File: src/vcsp_pkg.sv
`timescale 1ns / 1ps

package vcsp_pkg;

  // Saturation limits for size words and the voxel count
  localparam int MAX_DIM      = 256;
  localparam int PALETTE_SIZE = 256;
  localparam int MAX_VOXELS   = 2 ** 24;

  // Chunk ids as they sit in the little-endian shift word
  localparam logic [31:0] ID_PACK = 32'h4B43_4150;
  localparam logic [31:0] ID_SIZE = 32'h455A_4953;
  localparam logic [31:0] ID_XYZI = 32'h495A_5958;
  localparam logic [31:0] ID_RGBA = 32'h4142_4752;

  // File magic "VOX"
  localparam logic [7:0] MAGIC_0 = 8'h56;
  localparam logic [7:0] MAGIC_1 = 8'h4F;
  localparam logic [7:0] MAGIC_2 = 8'h58;

  typedef enum logic [2:0] {
    KIND_VOXEL   = 3'd0,
    KIND_PALETTE = 3'd1,
    KIND_SIZE    = 3'd2,
    KIND_BOUNDS  = 3'd3,
    KIND_DONE    = 3'd4,
    KIND_ERROR   = 3'd5
  } kind_t;

  typedef enum logic [1:0] {
    ERR_NONE        = 2'd0,
    ERR_BAD_MAGIC   = 2'd1,
    ERR_MODEL_COUNT = 2'd2,
    ERR_TRUNCATED   = 2'd3
  } err_t;

  typedef enum logic [1:0] {
    PH_FILE    = 2'd0,
    PH_CHUNK   = 2'd1,
    PH_CONTENT = 2'd2
  } phase_t;

  typedef enum logic [2:0] {
    CK_UNKNOWN = 3'd0,
    CK_PACK    = 3'd1,
    CK_SIZE    = 3'd2,
    CK_XYZI    = 3'd3,
    CK_RGBA    = 3'd4
  } chunk_t;

  typedef struct packed {
    kind_t       kind;
    logic [24:0] item_index;
    logic [7:0]  coord_x;
    logic [7:0]  coord_y;
    logic [7:0]  coord_z;
    logic [7:0]  color_index;
    logic [31:0] rgba_word;
    logic [8:0]  extent_x;
    logic [8:0]  extent_y;
    logic [8:0]  extent_z;
    err_t        error_code;
    logic        last_result;
  } result_t;

  // Results caused by one byte, up to three
  typedef struct packed {
    logic [1:0]        count;
    result_t [2:0]     slot;
  } step_t;

endpackage

File: src/vcsp_parse.sv
`timescale 1ns / 1ps

module vcsp_parse (
  input  logic           clk,
  input  logic           rst,
  input  logic           take,
  input  logic [7:0]     data_byte,
  input  logic           last_byte,
  output vcsp_pkg::step_t step
);

  vcsp_pkg::phase_t phase, phase_next;
  logic [3:0]       pos, pos_next;
  logic [31:0]      word_shift, ws_next;
  vcsp_pkg::chunk_t chunk_kind, kind_next;
  logic [31:0]      remaining, rem_next;
  logic [24:0]      vox_expected, vexp_next;
  logic [24:0]      elem_index, elem_next;
  logic [7:0]       min_x, min_y, min_z, min_x_next, min_y_next, min_z_next;
  logic [7:0]       max_x, max_y, max_z, max_x_next, max_y_next, max_z_next;
  logic             finished, finished_next;
  logic [8:0]       held_x, held_y, held_x_next, held_y_next;
  logic [31:0]      shift_in;
  logic [7:0]       vx, vy, vz;

  assign shift_in = {data_byte, word_shift[31:8]};
  assign vx = shift_in[7:0];
  assign vz = shift_in[15:8];
  assign vy = shift_in[23:16];

  function automatic logic [8:0] sat_dim(input logic [31:0] w);
    if (w[31]) begin
      return '0;
    end else if (w > 32'(vcsp_pkg::MAX_DIM)) begin
      return 9'(vcsp_pkg::MAX_DIM);
    end
    return w[8:0];
  endfunction

  function automatic logic [24:0] sat_count(input logic [31:0] w);
    if (w[31]) begin
      return '0;
    end else if (w > 32'(vcsp_pkg::MAX_VOXELS)) begin
      return 25'(vcsp_pkg::MAX_VOXELS);
    end
    return w[24:0];
  endfunction

  // Offsets past 15 fold back into 12..15: keeps the word phase, stays above 11
  function automatic logic [3:0] pos_inc(input logic [3:0] p);
    return (p == 4'd15) ? 4'd12 : p + 4'd1;
  endfunction

  function automatic logic [7:0] magic(input logic [1:0] i);
    logic [7:0] m;
    unique case (i)
      2'd0:    m = vcsp_pkg::MAGIC_0;
      2'd1:    m = vcsp_pkg::MAGIC_1;
      default: m = vcsp_pkg::MAGIC_2;
    endcase
    return m;
  endfunction

  function automatic vcsp_pkg::chunk_t decode_id(input logic [31:0] id);
    vcsp_pkg::chunk_t k;
    unique case (id)
      vcsp_pkg::ID_PACK: k = vcsp_pkg::CK_PACK;
      vcsp_pkg::ID_SIZE: k = vcsp_pkg::CK_SIZE;
      vcsp_pkg::ID_XYZI: k = vcsp_pkg::CK_XYZI;
      vcsp_pkg::ID_RGBA: k = vcsp_pkg::CK_RGBA;
      default:           k = vcsp_pkg::CK_UNKNOWN;
    endcase
    return k;
  endfunction

  function automatic vcsp_pkg::result_t mk_bounds(
    input logic [24:0] idx,
    input logic [7:0] mnx, input logic [7:0] mny, input logic [7:0] mnz,
    input logic [7:0] mxx, input logic [7:0] mxy, input logic [7:0] mxz
  );
    vcsp_pkg::result_t r;
    r            = '0;
    r.kind       = vcsp_pkg::KIND_BOUNDS;
    r.item_index = idx;
    r.coord_x    = mnx;
    r.coord_y    = mny;
    r.coord_z    = mnz;
    r.extent_x   = {1'b0, mxx} + 9'd1;
    r.extent_y   = {1'b0, mxy} + 9'd1;
    r.extent_z   = {1'b0, mxz} + 9'd1;
    return r;
  endfunction

  function automatic vcsp_pkg::result_t mk_end(input vcsp_pkg::kind_t k,
                                               input vcsp_pkg::err_t e);
    vcsp_pkg::result_t r;
    r            = '0;
    r.kind       = k;
    r.error_code = e;
    return r;
  endfunction

  always_comb begin
    logic [1:0]        cnt;
    logic              word_end;
    vcsp_pkg::result_t r;

    phase_next    = phase;
    pos_next      = pos;
    ws_next       = word_shift;
    kind_next     = chunk_kind;
    rem_next      = remaining;
    vexp_next     = vox_expected;
    elem_next     = elem_index;
    min_x_next    = min_x;
    min_y_next    = min_y;
    min_z_next    = min_z;
    max_x_next    = max_x;
    max_y_next    = max_y;
    max_z_next    = max_z;
    finished_next = finished;
    held_x_next   = held_x;
    held_y_next   = held_y;
    step          = '0;
    cnt           = '0;
    word_end      = (pos[1:0] == 2'd3);
    r             = '0;

    if (!finished) begin
      if (phase == vcsp_pkg::PH_FILE) begin
        if (pos < 4'd3 && data_byte != magic(pos[1:0])) begin
          step.slot[cnt] = mk_end(vcsp_pkg::KIND_ERROR, vcsp_pkg::ERR_BAD_MAGIC);
          cnt            = cnt + 2'd1;
          finished_next  = 1'b1;
        end else if (pos == 4'd7) begin
          phase_next = vcsp_pkg::PH_CHUNK;
          pos_next   = '0;
        end else begin
          pos_next = pos + 4'd1;
        end
      end else if (phase == vcsp_pkg::PH_CHUNK && pos == 4'd0 && data_byte == 8'd0) begin
        step.slot[cnt] = mk_end(vcsp_pkg::KIND_DONE, vcsp_pkg::ERR_NONE);
        cnt            = cnt + 2'd1;
        finished_next  = 1'b1;
      end else begin
        ws_next = shift_in;
        if (phase == vcsp_pkg::PH_CHUNK) begin
          if (pos == 4'd3) begin
            kind_next  = decode_id(shift_in);
            elem_next  = '0;
            vexp_next  = '0;
            min_x_next = 8'hFF;
            min_y_next = 8'hFF;
            min_z_next = 8'hFF;
            max_x_next = '0;
            max_y_next = '0;
            max_z_next = '0;
          end else if (pos == 4'd7) begin
            rem_next = shift_in;
          end
          if (pos >= 4'd11) begin
            pos_next   = '0;
            phase_next = (remaining == 32'd0) ? vcsp_pkg::PH_CHUNK : vcsp_pkg::PH_CONTENT;
          end else begin
            pos_next = pos + 4'd1;
          end
        end else begin
          unique case (chunk_kind)
            vcsp_pkg::CK_PACK: begin
              if (pos == 4'd3 && shift_in != 32'd1) begin
                step.slot[cnt] = mk_end(vcsp_pkg::KIND_ERROR, vcsp_pkg::ERR_MODEL_COUNT);
                cnt            = cnt + 2'd1;
                finished_next  = 1'b1;
              end
            end
            vcsp_pkg::CK_SIZE: begin
              if (pos == 4'd3) begin
                held_x_next = sat_dim(shift_in);
              end else if (pos == 4'd7) begin
                held_y_next = sat_dim(shift_in);
              end else if (pos == 4'd11) begin
                r              = '0;
                r.kind         = vcsp_pkg::KIND_SIZE;
                r.extent_x     = held_x;
                r.extent_y     = held_y;
                r.extent_z     = sat_dim(shift_in);
                step.slot[cnt] = r;
                cnt            = cnt + 2'd1;
              end
            end
            vcsp_pkg::CK_XYZI: begin
              if (pos == 4'd3) begin
                vexp_next = sat_count(shift_in);
                if (vexp_next == 25'd0) begin
                  step.slot[cnt] = mk_bounds(elem_index, min_x, min_y, min_z,
                                             max_x, max_y, max_z);
                  cnt            = cnt + 2'd1;
                end
              end else if (pos > 4'd3 && word_end && elem_index < vox_expected) begin
                r              = '0;
                r.kind         = vcsp_pkg::KIND_VOXEL;
                r.item_index   = elem_index;
                r.coord_x      = vx;
                r.coord_y      = vy;
                r.coord_z      = vz;
                r.color_index  = shift_in[31:24];
                step.slot[cnt] = r;
                cnt            = cnt + 2'd1;
                min_x_next     = (vx < min_x) ? vx : min_x;
                min_y_next     = (vy < min_y) ? vy : min_y;
                min_z_next     = (vz < min_z) ? vz : min_z;
                max_x_next     = (vx > max_x) ? vx : max_x;
                max_y_next     = (vy > max_y) ? vy : max_y;
                max_z_next     = (vz > max_z) ? vz : max_z;
                elem_next      = elem_index + 25'd1;
                if (elem_next >= vox_expected) begin
                  step.slot[cnt] = mk_bounds(elem_next, min_x_next, min_y_next,
                                             min_z_next, max_x_next, max_y_next,
                                             max_z_next);
                  cnt            = cnt + 2'd1;
                end
              end
            end
            vcsp_pkg::CK_RGBA: begin
              if (word_end && elem_index < 25'(vcsp_pkg::PALETTE_SIZE)) begin
                r              = '0;
                r.kind         = vcsp_pkg::KIND_PALETTE;
                r.item_index   = elem_index;
                r.rgba_word    = shift_in;
                step.slot[cnt] = r;
                cnt            = cnt + 2'd1;
                elem_next      = elem_index + 25'd1;
              end
            end
            default: begin
            end
          endcase

          if (!finished_next) begin
            rem_next = remaining - 32'd1;
            if (remaining == 32'd1) begin
              // Short XYZI content: close the bounds over the voxels seen
              if (chunk_kind == vcsp_pkg::CK_XYZI && pos >= 4'd3 && elem_next < vexp_next) begin
                step.slot[cnt] = mk_bounds(elem_next, min_x_next, min_y_next,
                                           min_z_next, max_x_next, max_y_next,
                                           max_z_next);
                cnt            = cnt + 2'd1;
              end
              phase_next = vcsp_pkg::PH_CHUNK;
              pos_next   = '0;
            end else begin
              pos_next = pos_inc(pos);
            end
          end
        end
      end

      if (last_byte && !finished_next) begin
        if (phase_next == vcsp_pkg::PH_CHUNK && pos_next == 4'd0) begin
          step.slot[cnt] = mk_end(vcsp_pkg::KIND_DONE, vcsp_pkg::ERR_NONE);
        end else begin
          step.slot[cnt] = mk_end(vcsp_pkg::KIND_ERROR, vcsp_pkg::ERR_TRUNCATED);
        end
        cnt           = cnt + 2'd1;
        finished_next = 1'b1;
      end
    end

    step.count = cnt;
    if (cnt != 2'd0) begin
      step.slot[2'(cnt - 2'd1)].last_result = 1'b1;
    end
  end

  always_ff @(posedge clk) begin
    if (rst) begin
      phase        <= vcsp_pkg::PH_FILE;
      pos          <= '0;
      word_shift   <= '0;
      chunk_kind   <= vcsp_pkg::CK_UNKNOWN;
      remaining    <= '0;
      vox_expected <= '0;
      elem_index   <= '0;
      min_x        <= 8'hFF;
      min_y        <= 8'hFF;
      min_z        <= 8'hFF;
      max_x        <= '0;
      max_y        <= '0;
      max_z        <= '0;
      finished     <= 1'b0;
      held_x       <= '0;
      held_y       <= '0;
    end else if (take) begin
      phase        <= phase_next;
      pos          <= pos_next;
      word_shift   <= ws_next;
      chunk_kind   <= kind_next;
      remaining    <= rem_next;
      vox_expected <= vexp_next;
      elem_index   <= elem_next;
      min_x        <= min_x_next;
      min_y        <= min_y_next;
      min_z        <= min_z_next;
      max_x        <= max_x_next;
      max_y        <= max_y_next;
      max_z        <= max_z_next;
      finished     <= finished_next;
      held_x       <= held_x_next;
      held_y       <= held_y_next;
    end
  end

endmodule

File: src/voxel_chunk_stream_parser.sv
`timescale 1ns / 1ps

// Voxel model chunk stream parser. Feed the file one byte per transfer on the
// input channel, with last_byte set on the final byte. The parser checks the
// "VOX" header, walks chunks, and emits voxels, palette words, size and
// bounds results, then a done or error result that ends the file; later
// bytes are taken and dropped until reset. Rate: a byte is taken in any
// cycle in which the four-entry result queue holds at most one result, so a
// stream whose bytes each cause at most one result runs at one byte per
// cycle with the output ready. The single output channel moves one result per
// cycle while out_ready is high, so the results of a byte that causes two or
// three (last voxel plus bounds, plus done or error) leave one at a time.
// Parsing state updates at the transfer, which writes its results to the queue.
module voxel_chunk_stream_parser (
  input  logic        clk,
  input  logic        rst,

  input  logic        in_valid,
  output logic        in_ready,
  input  logic [7:0]  data_byte,
  input  logic        last_byte,

  output logic        out_valid,
  input  logic        out_ready,
  output logic [2:0]  kind,
  output logic [24:0] item_index,
  output logic [7:0]  coord_x,
  output logic [7:0]  coord_y,
  output logic [7:0]  coord_z,
  output logic [7:0]  color_index,
  output logic [31:0] rgba_word,
  output logic [8:0]  extent_x,
  output logic [8:0]  extent_y,
  output logic [8:0]  extent_z,
  output logic [1:0]  error_code,
  output logic        last_result
);

  localparam int QueueDepth = 4;
  localparam int QueueAw    = $clog2(QueueDepth);
  localparam int SlotCount  = 3;

  logic                   take;
  logic                   pop;
  vcsp_pkg::step_t        step;
  vcsp_pkg::result_t      queue [QueueDepth];
  vcsp_pkg::result_t      head;
  logic [QueueAw-1:0]     wr_ptr;
  logic [QueueAw-1:0]     rd_ptr;
  logic [QueueAw:0]       count;

  // Take a byte only while the queue has room for the worst case of three
  assign in_ready  = (count <= (QueueAw + 1)'(QueueDepth - SlotCount));
  assign take      = in_valid && in_ready;
  assign out_valid = (count != '0);
  assign pop       = out_valid && out_ready;

  vcsp_parse u_parse (
    .clk       (clk),
    .rst       (rst),
    .take      (take),
    .data_byte (data_byte),
    .last_byte (last_byte),
    .step      (step)
  );

  // Pointers and fill level
  always_ff @(posedge clk) begin
    if (rst) begin
      wr_ptr <= '0;
      rd_ptr <= '0;
      count  <= '0;
    end else begin
      if (take) begin
        wr_ptr <= wr_ptr + QueueAw'(step.count);
      end
      if (pop) begin
        rd_ptr <= rd_ptr + QueueAw'(1);
      end
      count <= count + (take ? (QueueAw + 1)'(step.count) : '0)
                     - (QueueAw + 1)'(pop);
    end
  end

  // Result storage: write the results of the transferred byte in order
  always_ff @(posedge clk) begin
    if (take) begin
      for (int i = 0; i < SlotCount; i++) begin
        if (2'(i) < step.count) begin
          queue[wr_ptr + QueueAw'(i)] <= step.slot[i];
        end
      end
    end
  end

  // Head of the queue drives the output fields; it holds until popped
  assign head        = queue[rd_ptr];
  assign kind        = head.kind;
  assign item_index  = head.item_index;
  assign coord_x     = head.coord_x;
  assign coord_y     = head.coord_y;
  assign coord_z     = head.coord_z;
  assign color_index = head.color_index;
  assign rgba_word   = head.rgba_word;
  assign extent_x    = head.extent_x;
  assign extent_y    = head.extent_y;
  assign extent_z    = head.extent_z;
  assign error_code  = head.error_code;
  assign last_result = head.last_result;

endmodule

File: config.mk
export PLATFORM = sky130hd
export DESIGN_NAME = voxel_chunk_stream_parser
export DESIGN_NICKNAME = d
export VERILOG_FILES = /design/src/vcsp_pkg.sv /design/src/vcsp_parse.sv /design/src/voxel_chunk_stream_parser.sv
export SDC_FILE = /design/constraint.sdc
export NUM_CORES = 2
export LEC_CHECK = 0
export BUFFER_PORTS_ARGS = -buffer_cell sky130_fd_sc_hd__buf_2
export CORE_UTILIZATION = 40
export DETAILED_ROUTE_END_ITERATION = 7
export GPL_ROUTABILITY_DRIVEN = 1
export PLACE_DENSITY = 0.6
export SYNTH_ARGS = -nofsm -noshare
export SYNTH_HDL_FRONTEND = slang
export SYNTH_HIERARCHICAL = 1
export SYNTH_SLANG_ARGS = --single-unit
File: constraint.sdc
create_clock -name clk -period 39.6 [get_ports clk]
set_input_delay 5.94 -clock clk [delete_from_list [all_inputs] [get_ports clk]]
set_output_delay 5.94 -clock clk [all_outputs]
set_load 0.02 [all_outputs]
==> results.txt <==
The delay of the slowest cell on the worst path works out to 0.65 ns. By area the synthesized netlist is led by sky130_fd_sc_hd__edfxtp_1, sky130_fd_sc_hd__a2bb2oi_1, sky130_fd_sc_hd__dfxtp_1. The die covers 130000 µm². The run gives 202000 µm as the detailed-route wire length. The flow ran to the end, but the final reports show violations. For the worst flop-to-flop path, the logic depth is 26. Global routing used 44.9% of the available met2 tracks.

The top-area cell type share of the netlist area came out at 28.6%. Clock-pin slew was measured on the worst setup and hold paths at 0.06 ns. The logs give 40.00 ns for the required time at the worst-slack endpoint and 276 for the maximum number of pins on one net before global-route repair. The startpoint of the worst register-to-register path was u_parse/elem_index[0]. The die extent in y was 360 µm; the cell area power density was 40.5 nW/µm². The kind of cell with the highest combined delay along the critical path is buffers and inverters.

The tightest min-delay check is of the flop to flop type. In the global route stage, met3 resource usage came out at 7.74%. Along the worst path, the maximum fanout reaches 275. The filler cells instantiated in the layout total 12300. Across all layers, the routed design uses 47800 vias.

The global routing stage identified its most utilized layer as met2. For the remaining routing DRC violations, the log shows 1. The logs give 36.0% for the sequential share of the synthesized area and 52000 µm² for the total cell area at the placement stage. The minimum clock period after layout was 13.52 ns; the post-synthesis async set-or-reset flop share was 0%. The clock network accounts for 33.5% of the total power. For this design the static power due to leakage is 20.9 nW. The net count of the finished layout is 5536. Routed via count divided by cell count: 6.73.

Combinational logic is responsible for 28.0% of the overall power. In this run the clock root is driven by a sky130_fd_sc_hd__clkbuf_16. Walking the worst path, the cells encountered are buf_2 > nor4_4 > nand2_1 > nor3_2 > buf_4 > a22oi_1 > ha_1 > a21o_1 > a21o_1 > a2111oi_1 > nand3_2 > nor3_4 > mux2i_1 > nand2_1 > ha_1 > or2_2 > a21oi_1 > nor4bb_4 > buf_4 > inv_8 > buf_12 > buf_4 > o21ai_0 > a2bb2oi_1. The peak supply drop is 0.0484 mV, and the global-route track usage on met1 is 39.9%. The logs give 8 for the detailed-router iteration count before antenna repair and -7.71% for the worst slew margin relative to its limit.

The worst setup path is launched from a primary input. The logs give 0 for the buffer count from post-CTS setup fixing and 0 ns for the final-layout setup total negative slack. Data arrival time of the critical path: 13.92 ns. The origin of the worst min-delay path was u_parse/held_x[3]. The run gives 30.0% as the overall global routing resource usage.

Endpoint class of the critical path: a flop. After routing the design area is 54600 µm². The share of layout cells above drive strength 1 was 10.7%. The Yosys step of the flow raised 6 warnings.

The tools report the later-pin clock latency in the skew report as 0.71 ns. The checks that failed: design-rule violations, max-slew violations. Row generation in the floorplan step produced 131 rows.

The proportion of power drawn by flip-flops and latches came out at 38.5%. The slew at the pin closest to its max-slew limit was 1.62 ns. The clock sink total was 679.

The run gives 0 as the hold violation total from the final report. The count of cells resized by post-cts repair came out at 0. Number of failing setup endpoints in the final timing report: 0. Derived from the worst setup path, the maximum achievable clock frequency is 74.0 MHz.

The run gives 6954 as the total placed cells including tap cells. Setup repair after global routing left no endpoint under its margin. The cell internal power dissipation was 1.42 mW; the number of hold-repair buffers added at the cts stage was 0.

The via count of the first global-routing pass is 45100. Across all register-to-register paths, the minimum setup slack is 28.75 ns. Counting flops and latches in the post-synthesis netlist gives 679. The endpoint of the most critical register-to-register path was queue[3][92]. Most area-hungry cell type in the Yosys netlist: sky130_fd_sc_hd__edfxtp_1. The total overflow left after global routing is 0.

The primary flip-flop cell chosen by synthesis mapping was sky130_fd_sc_hd__edfxtp_1. The tools report the number of buffers created by CTS as 81. TritonCTS built the clock tree.

In this run, synthesis inferred 488 flip-flops with an integrated enable. Each instance of the synthesized netlist takes up on average 9.04 µm². The wire-length estimate of the detail-placed layout is 116000 µm. The logs give 51300 µm² for the post-synthesis instance area and 0.987 for the routability congestion estimate from global placement. The count of buffer and inverter cells on the critical path is 6. By instance count, the cell type seen most on the critical path is sky130_fd_sc_hd__buf_4. After floorplanning, the core was sized to cover 127000 µm².

Of the total power, the share spent switching nets is 35.8%. Between clock sinks in the finished design, the worst skew comes to 0.0597 ns. The critical path is of the primary input to flop type. The worst hold path was traced through 2 stages. The number of antenna violations at the first check in global routing is 15. In this run the number of H-tree levels came out at 3.

For the max-slew violation count, the log shows 107. The tools report the buffer depth of the longest clock path as 3. Area growth from synthesis to layout: 6.43%. The slowest stage of the critical path belongs to the cell sky130_fd_sc_hd__a2111oi_1. In the final routed layout, each cell accounts on average for 28.4 µm. The ratio of final minimum period to clock period is 34.1%, and the count of distinct cell types in the synthesized netlist is 102.

The instance count of the mapped netlist is 5675, and the non-filler instance count after layout is 7107. The effective utilization at floorplan was 40.3%. The run gives 297000 µm as the global-route wire length before repair.

The count of buffers added on input and output ports is 136. In this run the power spent charging and discharging nets is 0.792 mW. The detail route stage leaves a number of antenna-violating nets equal to 0. Across the run, the number of max-cap violations was 0. The horizontal die dimension is 360 µm. The path with the worst hold slack has its endpoint at u_parse/held_x[3]. During I/O placement, the number of pins put on the boundary was 137.

The number of violations reported at the end of detailed-routing iteration 0 is 6648.
power by group through the flow:
stage               combinational, mW  clock [mW]  sequential [mW]
global route                    0.642       0.774            0.856
detailed placement              0.609           0            0.865
finish                          0.619       0.741            0.850
global placement                0.607           0            0.863
floorplan                       0.408           0            0.851
CTS                             0.610       0.749            0.850
worst min-delay path: cells and delay by family (launching register included):
kind | cells | cell delay [ns]
flops | 1 | 0.31
compound gates | 1 | 0.05
simple gates | 1 | 0.05
registers in the layout (all words and copies together) (netlist names), 3 cells and up, named ones only:
| register | count |
|---|---|
| u_parse/min_z | 8 |
| u_parse/vox_expected | 25 |
| u_parse/word_shift | 24 |
| u_parse/max_y | 8 |
| u_parse/held_x | 9 |
| count | 3 |
| u_parse/max_x | 8 |
| u_parse/elem_index | 25 |
| queue | 488 |
| u_parse/min_x | 8 |
| u_parse/pos | 4 |
| u_parse/remaining | 32 |
| u_parse/held_y | 9 |
| u_parse/min_y | 8 |
| u_parse/max_z | 8 |
| u_parse/chunk_kind | 3 |
layer usage:
metal,wire (µm),part of all wire [%]
met5,67,0.033
met4,10100,5.0
met3,24700,12
met2,86700,43
met1,80300,40
worst max path at each step:
stage,start,end,slack (ns),cells after the start
2_1_floorplan,data_byte[7],queue[2][0],20.34,20
3_3_place_gp,data_byte[6],queue[1][88],25.82,24
3_5_place_dp,data_byte[6],queue[1][88],25.76,24
4_1_cts,data_byte[6],queue[0][86],26.47,24
5_1_grt,data_byte[6],queue[0][94],25.60,24
6_report,data_byte[6],queue[3][92],26.08,24
cells in the final DEF (no fill, tap or decap), types with 158 or more instances in the layout:
| master | n |
|---|---|
| sky130_fd_sc_hd__nor2_1 | 321 |
| sky130_fd_sc_hd__a21oi_1 | 243 |
| sky130_fd_sc_hd__nand2_1 | 254 |
| sky130_fd_sc_hd__a2bb2oi_1 | 461 |
| sky130_fd_sc_hd__dfxtp_1 | 187 |
| sky130_fd_sc_hd__and3b_1 | 242 |
| sky130_fd_sc_hd__edfxtp_1 | 488 |
| sky130_fd_sc_hd__o21ai_1 | 402 |
| sky130_fd_sc_hd__and3_1 | 158 |
| sky130_fd_sc_hd__o21ai_0 | 688 |
synth_stat cells (147+ instances only):
| library cell | count |
|---|---|
| sky130_fd_sc_hd__a21oi_1 | 244 |
| sky130_fd_sc_hd__a2bb2oi_1 | 461 |
| sky130_fd_sc_hd__and3_1 | 159 |
| sky130_fd_sc_hd__and3b_1 | 244 |
| sky130_fd_sc_hd__clkbuf_1 | 423 |
| sky130_fd_sc_hd__dfxtp_1 | 191 |
| sky130_fd_sc_hd__edfxtp_1 | 488 |
| sky130_fd_sc_hd__ha_1 | 147 |
| sky130_fd_sc_hd__nand2_1 | 257 |
| sky130_fd_sc_hd__nor2_1 | 325 |
| sky130_fd_sc_hd__o21ai_0 | 688 |
| sky130_fd_sc_hd__o21ai_1 | 405 |
through the flow:
step / setup WS, ns / util, % / hold WS, ns / power (mW)
global placement: 25.82 / 40.9 / 0.443 / 1.47
CTS: 26.47 / 42.8 / 0.456 / 2.21
global route: 25.60 / 42.8 / 0.472 / 2.27
finish: 26.08 / 42.9 / 0.460 / 2.21
detailed placement: 25.76 / 40.9 / 0.447 / 1.47
floorplan: 20.34 / - / 0.436 / 1.26
layout make-up:
type | instances | area, µm² | share of cell area (%)
tap | 1662 | 2080 | 3.81
antenna | 9 | 22.5 | 0.0413
multi-input combinational | 4253 | 29500 | 54.0
inverter | 119 | 454 | 0.832
clock buffer | 112 | 2280 | 4.17
timing repair buffer | 241 | 1540 | 2.82
sequential | 679 | 18500 | 33.9
clock inverter | 32 | 249 | 0.456
kinds of logic after synthesis:
logic type,Yosys count,synth area share [%]
AOI/OAI and AO/OA,2164,26.6
xor gates and xnor gates,102,1.74
adders and majority gates,148,3.63
buffers and inverters,822,7.52
DFF,679,36.0
muxes,192,6.79
other,1,0.00731
and+or+nand+nor,1567,17.7
Note: power is estimated with default switching activity, not from simulation.
